**src/rtl/pfa_pkg.sv**
```systemverilog
// Package of the page frame allocator: sizes, codes, request and response types.
// No dependencies.
package pfa_pkg;

  localparam int PageCount  = 65536;
  localparam int UsageKinds = 8;
  localparam int MaxRun     = 256;

  localparam int PageAw = $clog2(PageCount);
  localparam int CntW   = PageAw + 1;
  localparam int IdxW   = 16;
  localparam int TagW   = 3;
  localparam int LenW   = 9;
  localparam int StatW  = 17;
  localparam int EntW   = TagW + 1;

  localparam logic [IdxW-1:0] LowPageRst = 16'd256;
  localparam logic RegLowPage = 1'b0;

  typedef enum logic [2:0] {
    CmdAllocPage = 3'd0,
    CmdAllocRun  = 3'd1,
    CmdFreePage  = 3'd2,
    CmdAddPage   = 3'd3,
    CmdStats     = 3'd4
  } cmd_e;

  typedef enum logic [1:0] {
    StOk       = 2'd0,
    StNoSpace  = 2'd1,
    StNotAlloc = 2'd2,
    StBadUsage = 2'd3
  } status_e;

  typedef struct packed {
    logic [2:0]      command;
    logic [TagW-1:0] usage;
    logic [IdxW-1:0] page_index;
    logic [LenW-1:0] run_length;
  } req_t;

  typedef struct packed {
    logic [1:0]       status;
    logic [IdxW-1:0]  result_page;
    logic [StatW-1:0] usage_pages;
    logic [StatW-1:0] free_pages;
    logic [StatW-1:0] total_pages;
  } rsp_t;

  // Counter update requested by the control logic.
  typedef struct packed {
    logic            take;
    logic            give;
    logic            add;
    logic [TagW-1:0] tag;
  } st_op_t;

  function automatic logic usage_ok(logic [TagW-1:0] u);
    return (u != '0) && (32'(u) < UsageKinds);
  endfunction

endpackage

```
**src/rtl/pfa_stats.sv**
```systemverilog
// Per-usage page counters plus free and total page counts.
// Depends on pfa_pkg.
module pfa_stats import pfa_pkg::*; (
  input  logic             clk_i,
  input  logic             rst_ni,
  input  st_op_t           op_i,
  output logic [StatW-1:0] usage_o,
  output logic [StatW-1:0] free_o,
  output logic [StatW-1:0] total_o
);

  logic [StatW-1:0] cnt_q [2**TagW];
  logic [StatW-1:0] cnt_d;
  logic [StatW-1:0] free_q, free_d, total_q, total_d;

  assign usage_o = cnt_q[op_i.tag];
  assign free_o  = free_q;
  assign total_o = total_q;

  always_comb begin
    cnt_d   = cnt_q[op_i.tag];
    free_d  = free_q;
    total_d = total_q;
    if (op_i.take) begin
      cnt_d = cnt_q[op_i.tag] + 1'b1;
      if (free_q != '0) free_d = free_q - 1'b1;
    end
    if (op_i.give) begin
      if (cnt_q[op_i.tag] != '0) cnt_d = cnt_q[op_i.tag] - 1'b1;
      free_d = free_q + 1'b1;
    end
    if (op_i.add) begin
      free_d  = free_q + 1'b1;
      total_d = total_q + 1'b1;
    end
  end

  always_ff @(posedge clk_i or negedge rst_ni) begin
    if (!rst_ni) begin
      for (int i = 0; i < 2**TagW; i++) cnt_q[i] <= '0;
      free_q  <= '0;
      total_q <= '0;
    end else begin
      cnt_q[op_i.tag] <= cnt_d;
      free_q  <= free_d;
      total_q <= total_d;
    end
  end

endmodule

```
**config.mk**
```make
export PLATFORM = sky130hd
export DESIGN_NAME = pfa_stats
export DESIGN_NICKNAME = d
export VERILOG_FILES = /design/src/rtl/pfa_pkg.sv /design/src/rtl/pfa_stats.sv
export SDC_FILE = /design/constraint.sdc
export NUM_CORES = 1
export LEC_CHECK = 0
export BUFFER_PORTS_ARGS = -buffer_cell sky130_fd_sc_hd__buf_2
export CAP_MARGIN = 5
export CORE_MARGIN = 3
export CORE_UTILIZATION = 60
export DETAILED_ROUTE_END_ITERATION = 8
export GPL_TIMING_DRIVEN = 0
export PLACE_DENSITY = 0.79
export REMOVE_ABC_BUFFERS = 1
export SLEW_MARGIN = 20
export SYNTH_ARGS = -nofsm -noshare
export SYNTH_HDL_FRONTEND = slang
export SYNTH_SLANG_ARGS = --single-unit
```
**constraint.sdc**
```tcl
create_clock -name clk_i -period 4.9 [get_ports clk_i]
set_input_delay 0.98 -clock clk_i [delete_from_list [all_inputs] [get_ports clk_i]]
set_output_delay 0.98 -clock clk_i [all_outputs]
set_load 0.02 [all_outputs]
```
==> results of run 1 <==
[flip-flops by register name (all words and copies together), names as in the netlist]
signal,flops
cnt_q,136
free_o,17
total_o,17
[metal layers]
layer / vias up / part of all wire (%) / GRT usage, %
met3: 54 / 7.0 / 6.19
met1: 3390 / 43 / 37.0
met2: 259 / 47 / 42.7
met4: 0 / 2.8 / 10.6
li1: 3274 / - / -
met5: - / 0 / 0
[cell families (layout without fill, tap and decap cells)]
kind of cell / after synthesis / after routing
flip-flops: 170 / 170
AND/OR/NAND/NOR: 330 / 330
multiplexers: 66 / 66
XOR/XNOR: 44 / 44
AO/OA/AOI/OAI: 218 / 218
buffers and inverters: 63 / 112
adder cells (fa/ha/maj): 7 / 7
[metrics by stage]
| stage | std cells | instance area, sq um | utilization, % |
|---|---|---|---|
| finish | 1127 | 9840 | 70.1 |
| global route | 1127 | 9840 | 70.1 |
| CTS | 1123 | 9760 | 69.5 |
| detailed placement | 1089 | 9090 | 64.7 |
| global placement | 1087 | 9030 | 64.3 |
| floorplan | 849 | 8510 | - |
[worst max-delay path by stage]
stage,from,to,cells after the start
6_report,op_i[1],cnt_q[128]$_DFFE_PN0P_,13
5_1_grt,op_i[1],cnt_q[71]$_DFFE_PN0P_,12
4_1_cts,op_i[1],cnt_q[128]$_DFFE_PN0P_,12
3_5_place_dp,op_i[0],cnt_q[128]$_DFFE_PN0P_,12
3_3_place_gp,op_i[0],cnt_q[92]$_DFFE_PN0P_,8
2_1_floorplan,op_i[0],cnt_q[75]$_DFFE_PN0P_,7
[repair_timing]
action | in CTS | in global routing
hold endpoints to repair | 0 | 0
buffers inserted | 2 | 4
endpoints found under the setup margin | 128 | 74
cloned | 0 | 0
pin swaps | 1 | 2
resized for setup | 6 | 8
[layout by cell type, fill, tap and decap left out, types with 4 or more instances in the layout]
cell type / Yosys / routed
and2_1: 5 / 5
inv_1: 12 / 11
xnor2_1: 32 / 29
or2_2: 7 / 7
or4_1: 7 / 7
nand2b_1: 7 / 7
bufinv_16: 0 / 4
ha_1: 7 / 7
o21ai_0: 105 / 105
buf_4: 3 / 7
nand3_1: 17 / 17
nand4_1: 13 / 13
a31oi_1: 18 / 18
mux4_2: 15 / 15
nor2_1: 64 / 64
nor4_1: 6 / 6
mux2i_1: 27 / 27
dfrtp_1: 170 / 170
nor3_1: 10 / 9
a21oi_1: 37 / 37
buf_2: 7 / 54
nor2b_1: 5 / 4
mux2_2: 23 / 23
nand2_1: 160 / 160
xor2_1: 12 / 10
and3_1: 14 / 14
and4_1: 5 / 5
a22oi_1: 12 / 12
o22ai_1: 7 / 7
clkbuf_16: 0 / 17
[critical path, delay by kind of cell]
kind / cells / cell delay [ns]
adders and majority gates: 1 / 0.17
and+or+nand+nor: 1 / 0.68
buffers and inverters: 3 / 0.75
AOI/OAI and AO/OA: 7 / 1.95
muxes: 1 / 0.39
[report_power, final]
group | switching (uW) | leakage [uW] | internal (uW)
sequential | 299 | 0.00212 | 1830
combinational | 903 | 0.00192 | 565
clock | 570 | 0.000310 | 885
total | 1770 | 0.00435 | 3270
[cell type report]
type	count	area (sq um)
multi-input cells	665	4260
flip-flops and latches	170	4250
fillers	1046	4200
clock buffers	19	453
repair buffers	66	403
well taps	180	225
clock inverters	13	189
inverters	14	56.3
==> impl_metrics.ini, run 1 <==
[sta]
finalWorstPathRequiredPeriod_ns = 4.67
finClkSkew_ns = 0.00973
timing.setup.tns_ns = 0
tightestPinTransition_ns = 1.06
grt_setup_unrepaired = false
timing.final.ws_setup_ns = 0.227
max_clock_freq_ghz = 0.214
whs_ns = 0.464
final-hold-violation-count = 0
setup_viol = 0
maxSlewHeadroom_pct = 29.2
final-max-slew-violation-count = 0
final_min_period_over_clock_period_pct = 95.4

[detailed_routing]
number_of_routed_nets_with_antenna_violations = 0
wirelength_mm = 21.2
detailedRoute.firstPassIterationCount = 5
drt_iter0_markers = 532
via_count = 6977
routed_via_density = 6.19
post-route-drc-count = 0
detail_route.wl_per_cell_microns = 18.8

[clock_tree]
cts_num_sinks = 170
clock_tree.root_cell = clkbuf_16
worst_skew_pair.late_latency_ns = 0.43
tritoncts = yes
cts_hold_buffers = 0
cts-htree-levels = 4
cts.clk_slew.worst_paths_ns = 0.06
cts.path.max_buffers = 2
cts_made_buffers = 17

[flow_run]
max_cap_viol_count = 0

[synthesis]
dominant_combinational_cell_family_by_area_after_synthesis = simple AND/OR/NAND/NOR gates
post_synth_inst_count = 898
async_set_or_reset_register_ratio_after_synthesis_pct = 100
post_synth_most_frequent_cells = dfrtp_1 (170), nand2_1 (160), o21ai_0 (105), nor2_1 (64), a21oi_1 (37)
ys_warnings = 0
synth_fa_ha_area_share_pct = 1.00
synthMostInstantiatedCell = dfrtp_1
ys_seq_area_share_pct = 48.6
synthDominantCellAreaShare_pct = 48.6
synth_compound_gate_area_share_pct = 15.4
synth_largest_area_cell = dfrtp_1
synth_simple_gate_area_share_pct = 17.2
synth.mux.area_fraction_pct = 10.0
post_synth_xor_area_fraction_pct = 4.41
syn-mean-instance-area_sq_um = 9.74
synth_edf_count = 0
yosysUniqueCellTypes = 65
synth.ff_latch_count = 170
yosys_most_used_dff = dfrtp_1
main_area_contributors_after_synthesis = dfrtp_1 (49%), nand2_1 (6.9%), o21ai_0 (6.0%)
netlist_area_sq_mm = 0.00875

[finish]
fin_nets = 949
antenna_cells = 0
drive_above_1_share_pct = 17.0
syn2layout_area_growth_pct = 12.6

[placed_design]
detailedPlace.worstSlack_ns = -1.03
routabilityCongestion = 0.943
place_hpwl_mm = 13.7
port_buffers = 58

[pwr]
vdd.ir_drop.worst_mv = 0.284
design_power_total_uw = 5050
total_leakage_power_uw = 0.00435
powerDensity_mw_per_mm2 = 513

[worst_hold_path]
worst_hold_path.num_cells = 1
hold-path-endpoint = total_o[16]$_DFFE_PN0P_
min-delay-start = total_o[16]$_DFFE_PN0P_
hp-class = reg -> reg

[worst_setup_path]
critical_path.cell_chain = buf_6, mux2_2, a221o_1, o2bb2ai_1, inv_1, ha_1, o2111ai_1, or4_1, o31a_2, o31a_1, a2111oi_4, buf_4, a21oi_1
worst-r2r-cell-count = 12
cp.required_ns = 5.18
cp_data_arrival_time_ns = 4.96
r2r_setup_slack_ns = 0.87
end_kind = register
r2r_start = cnt_q[51]$_DFFE_PN0P_
timing.critical_path.slowest_cell_delay_ns = 0.68
crit_path_max_fanout = 39
critPathSlowestCell = or4_1
worst-setup-path-type = in -> reg
cp-start-kind = primary input
reg2reg_to = cnt_q[128]$_DFFE_PN0P_

[outcome]
outcome = complete, no violations

[global_routing]
global_route_wire_length_before_repair_mm = 34.7
globalRouteOverflowTotal = 0
grt_antenna_before_repair = 0
via_count_of_the_first_global_routing_pass = 6751
grt_usage_pct = 27.2
pin_count_of_the_biggest_net_entering_global_routing = 98

[floorplanning]
row_count = 43
initial_core_util_pct = 62.3
number_of_top_level_pins = 59
fp.coreArea_sq_mm = 0.0140
floorplan.die_area_sq_mm = 0.0161
die_width_microns = 127
die_y_microns = 127
Power figures use the tool's default switching activity.
==> run 2, diff against run 1 <==
--- a/config.mk
+++ b/config.mk
@@ -5,12 +5,14 @@
 export SDC_FILE = /design/constraint.sdc
 export NUM_CORES = 1
 export LEC_CHECK = 0
+export ABC_AREA = 1
 export BUFFER_PORTS_ARGS = -buffer_cell sky130_fd_sc_hd__buf_2
 export CAP_MARGIN = 5
 export CORE_MARGIN = 3
 export CORE_UTILIZATION = 60
 export DETAILED_ROUTE_END_ITERATION = 8
 export GPL_TIMING_DRIVEN = 0
+export MAX_ROUTING_LAYER = met4
 export PLACE_DENSITY = 0.79
 export REMOVE_ABC_BUFFERS = 1
 export SLEW_MARGIN = 20
==> run 2 against run 1 <==
Effect of this change: hold slack improved by 0.0083 ns; clock skew increased by 0.0030 ns; combinational power about the same; sequential share of layout area decreased by 4.3 points; largest cell class unchanged.
==> impl_metrics.ini, run 2 <==
[outcome]
outcome = complete, no violations

[finish]
final_design_area_no_fill_sq_mm = 0.0109
layout.cells.most_common = nand2_1
drive_above_1_share_pct = 12.3
syn2layout_area_growth_pct = 10.6
largest_register_ff_count = 136
antenna_cells = 0
fill_cells = 1374
regMostFlops = cnt_q
final_cell_mix = nand2_1 (563), dfrtp_1 (170), inv_1 (147)
multi_input_comb_area_sq_mm = 0.00479
regArea_sq_mm = 0.00425
fin_nets = 1431

[sta]
final-max-slew-violation-count = 0
whs_ns = 0.472
final_min_period_over_clock_period_pct = 90.3
final-hold-violation-count = 0
finClkSkew_ns = 0.0127
tightestPinTransition_ns = 0.815
setup_viol = 0
max_clock_freq_ghz = 0.226
grt_setup_unrepaired = false
maxSlewHeadroom_pct = 45.6
finalWorstPathRequiredPeriod_ns = 4.42

[placed_design]
routabilityCongestion = 0.988
place_hpwl_mm = 17.2
dpl-instance-area_sq_mm = 0.0103
port_buffers = 58

[worst_setup_path]
worst-setup-path-type = in -> out
cp.required_ns = 3.92
cp_data_arrival_time_ns = 3.44
cp-start-kind = primary input
end_kind = output pin
crit_path_max_fanout = 56
critical_path.cell_chain = buf_4, buf_12, inv_4, nor2_2, buf_8, nand2_1, nand4_1, or2_2, buf_2
r2r_setup_slack_ns = 2.29
critPathSlowestCell = nor2_2
timing.critical_path.slowest_cell_delay_ns = 0.66

[detailed_routing]
wirelength_mm = 26.4
routed_via_density = 5.52
number_of_routed_nets_with_antenna_violations = 0
drt_iter0_markers = 931
detailedRoute.firstPassIterationCount = 6
via_count = 9088
detail_route.wl_per_cell_microns = 16.1
post-route-drc-count = 0

[pwr]
vdd.ir_drop.worst_mv = 0.357
design_power_total_uw = 4920
powerDensity_mw_per_mm2 = 450
total_leakage_power_uw = 0.00581

[clock_tree]
post_cts.resized_instances = 0
cts.clk_slew.worst_paths_ns = 0.07
cts_made_buffers = 17
cts_num_sinks = 170
worst_skew_pair.late_latency_ns = 0.44
cts.path.max_buffers = 2
clock_tree.root_cell = clkbuf_16
setup_fix_bufs_post_cts = 0
cts_hold_buffers = 0
tritoncts = yes
cts-htree-levels = 4

[worst_hold_path]
hp-class = reg -> reg

[synthesis]
synth_simple_gate_area_share_pct = 37.5
post_synth_inst_count = 1385
synth.ff_latch_count = 170
syn-mean-instance-area_sq_um = 7.14
synthMostInstantiatedCell = nand2_1
post_synth_most_frequent_cells = nand2_1 (563), dfrtp_1 (170), inv_1 (147), nand3_1 (134), nor2_1 (77)
synth_edf_count = 0
async_set_or_reset_register_ratio_after_synthesis_pct = 100
netlist_area_sq_mm = 0.00989
ys_seq_area_share_pct = 43.0
synth_compound_gate_area_share_pct = 5.94
yosys_most_used_dff = dfrtp_1
post_synth_xor_area_fraction_pct = 3.63
ys_warnings = 0
main_area_contributors_after_synthesis = dfrtp_1 (43%), nand2_1 (21%), nand3_1 (6.8%)
synth_fa_ha_area_share_pct = 0.886
synth_largest_area_cell = dfrtp_1
yosysUniqueCellTypes = 48
synthDominantCellAreaShare_pct = 43.0
synth.mux.area_fraction_pct = 0
dominant_combinational_cell_family_by_area_after_synthesis = simple AND/OR/NAND/NOR gates

[floorplanning]
die_width_microns = 134
initial_core_util_pct = 61.8
floorplan.die_area_sq_mm = 0.0181
fp.coreArea_sq_mm = 0.0160
number_of_top_level_pins = 59
row_count = 46
die_y_microns = 134

[global_routing]
grt_use_met3_pct = 5.36
globalRouteOverflowTotal = 0
via_count_of_the_first_global_routing_pass = 8557
grt_usage_pct = 31.0
global_route_track_usage_on_met2_pct = 48.7
global_route_wire_length_before_repair_mm = 43.1
grt_antenna_before_repair = 0
busiest_layer = met2
globalRouteMet1Util_pct = 40.3
pin_count_of_the_biggest_net_entering_global_routing = 93

[flow_run]
max_cap_viol_count = 0
[run 2: cell count changes after synthesis, moves of 23 or more]
cell	before	now
o21ai_0	105	45
o21ai_1	2	29
nand2_2	0	24
mux2i_1	27	0
mux2_2	23	0
xnor2_1	32	6
xor2_1	12	35
inv_1	12	147
nand3_1	17	134
nand2_1	160	563
a21oi_1	37	4
[run 2: worst max-delay path, delay by kind of cell]
family	cells	cell delay [ns]
AND/OR/NAND/NOR	4	1.00
buffers and inverters	5	1.38
[run 2: power by group]
group          internal (uW)  total [uW]  leakage, uW  switching (uW)
Sequential              1750        1990      0.00215             240
Clock                    832        1440     0.000306             608
Combinational            482        1490      0.00336            1010
Total                   3070        4920      0.00581            1860
[run 2: routing by layer]
metal  part of all wire [%]  vias up
li1                       -     4371
met1                     42     4235
met2                     47      408
met3                    8.5       74
met4                    3.0        0
met5                      0        -
[run 2: final timing paths]
| kind | start | end | depth (start not counted) |
|---|---|---|---|
| setup / recovery | op_i[0] | usage_o[16] | 9 |
| hold / removal | total_o[16]$_DFFE_PN0P_ | total_o[16]$_DFFE_PN0P_ | 1 |
| setup reg to reg | cnt_q[17]$_DFFE_PN0P_ | cnt_q[33]$_DFFE_PN0P_ | 16 |
| hold reg to reg | total_o[16]$_DFFE_PN0P_ | total_o[16]$_DFFE_PN0P_ | 1 |
| max in group asynchronous | rst_ni | cnt_q[1]$_DFFE_PN0P_ | 2 |
| min in group asynchronous | rst_ni | cnt_q[58]$_DFFE_PN0P_ | 1 |
[run 2: layout make-up]
type                            count  area share [%]
Clock buffer                       19            4.05
Multi-Input combinational cell   1007            43.8
Timing Repair Buffer               64            3.75
Clock inverter                     13            1.65
Tap cell                          216            2.47
Sequential cell                   170            38.9
Inverter                          156            5.38
[run 2: through the flow]
| stage | utilization (%) | setup TNS (ns) | worst slack (ns) | instances |
|---|---|---|---|---|
| after CTS | 68.3 | 0 | 0.532 | 1645 |
| after floorplan | - | 0 | 1.22 | 1333 |
| after global routing | 68.3 | 0 | 0.352 | 1645 |
| after detailed placement | 64.4 | 0 | 0.536 | 1613 |
| after global placement | 63.4 | -115.72 | -1.17 | 1607 |
| final | 68.3 | 0 | 0.476 | 1645 |
[run 2: logic make-up after synthesis]
group	count (synthesis)
AO/OA/AOI/OAI	99
XOR/XNOR	41
adder cells (fa/ha/maj)	7
buffers and inverters	208
flip-flops	170
AND/OR/NAND/NOR	860
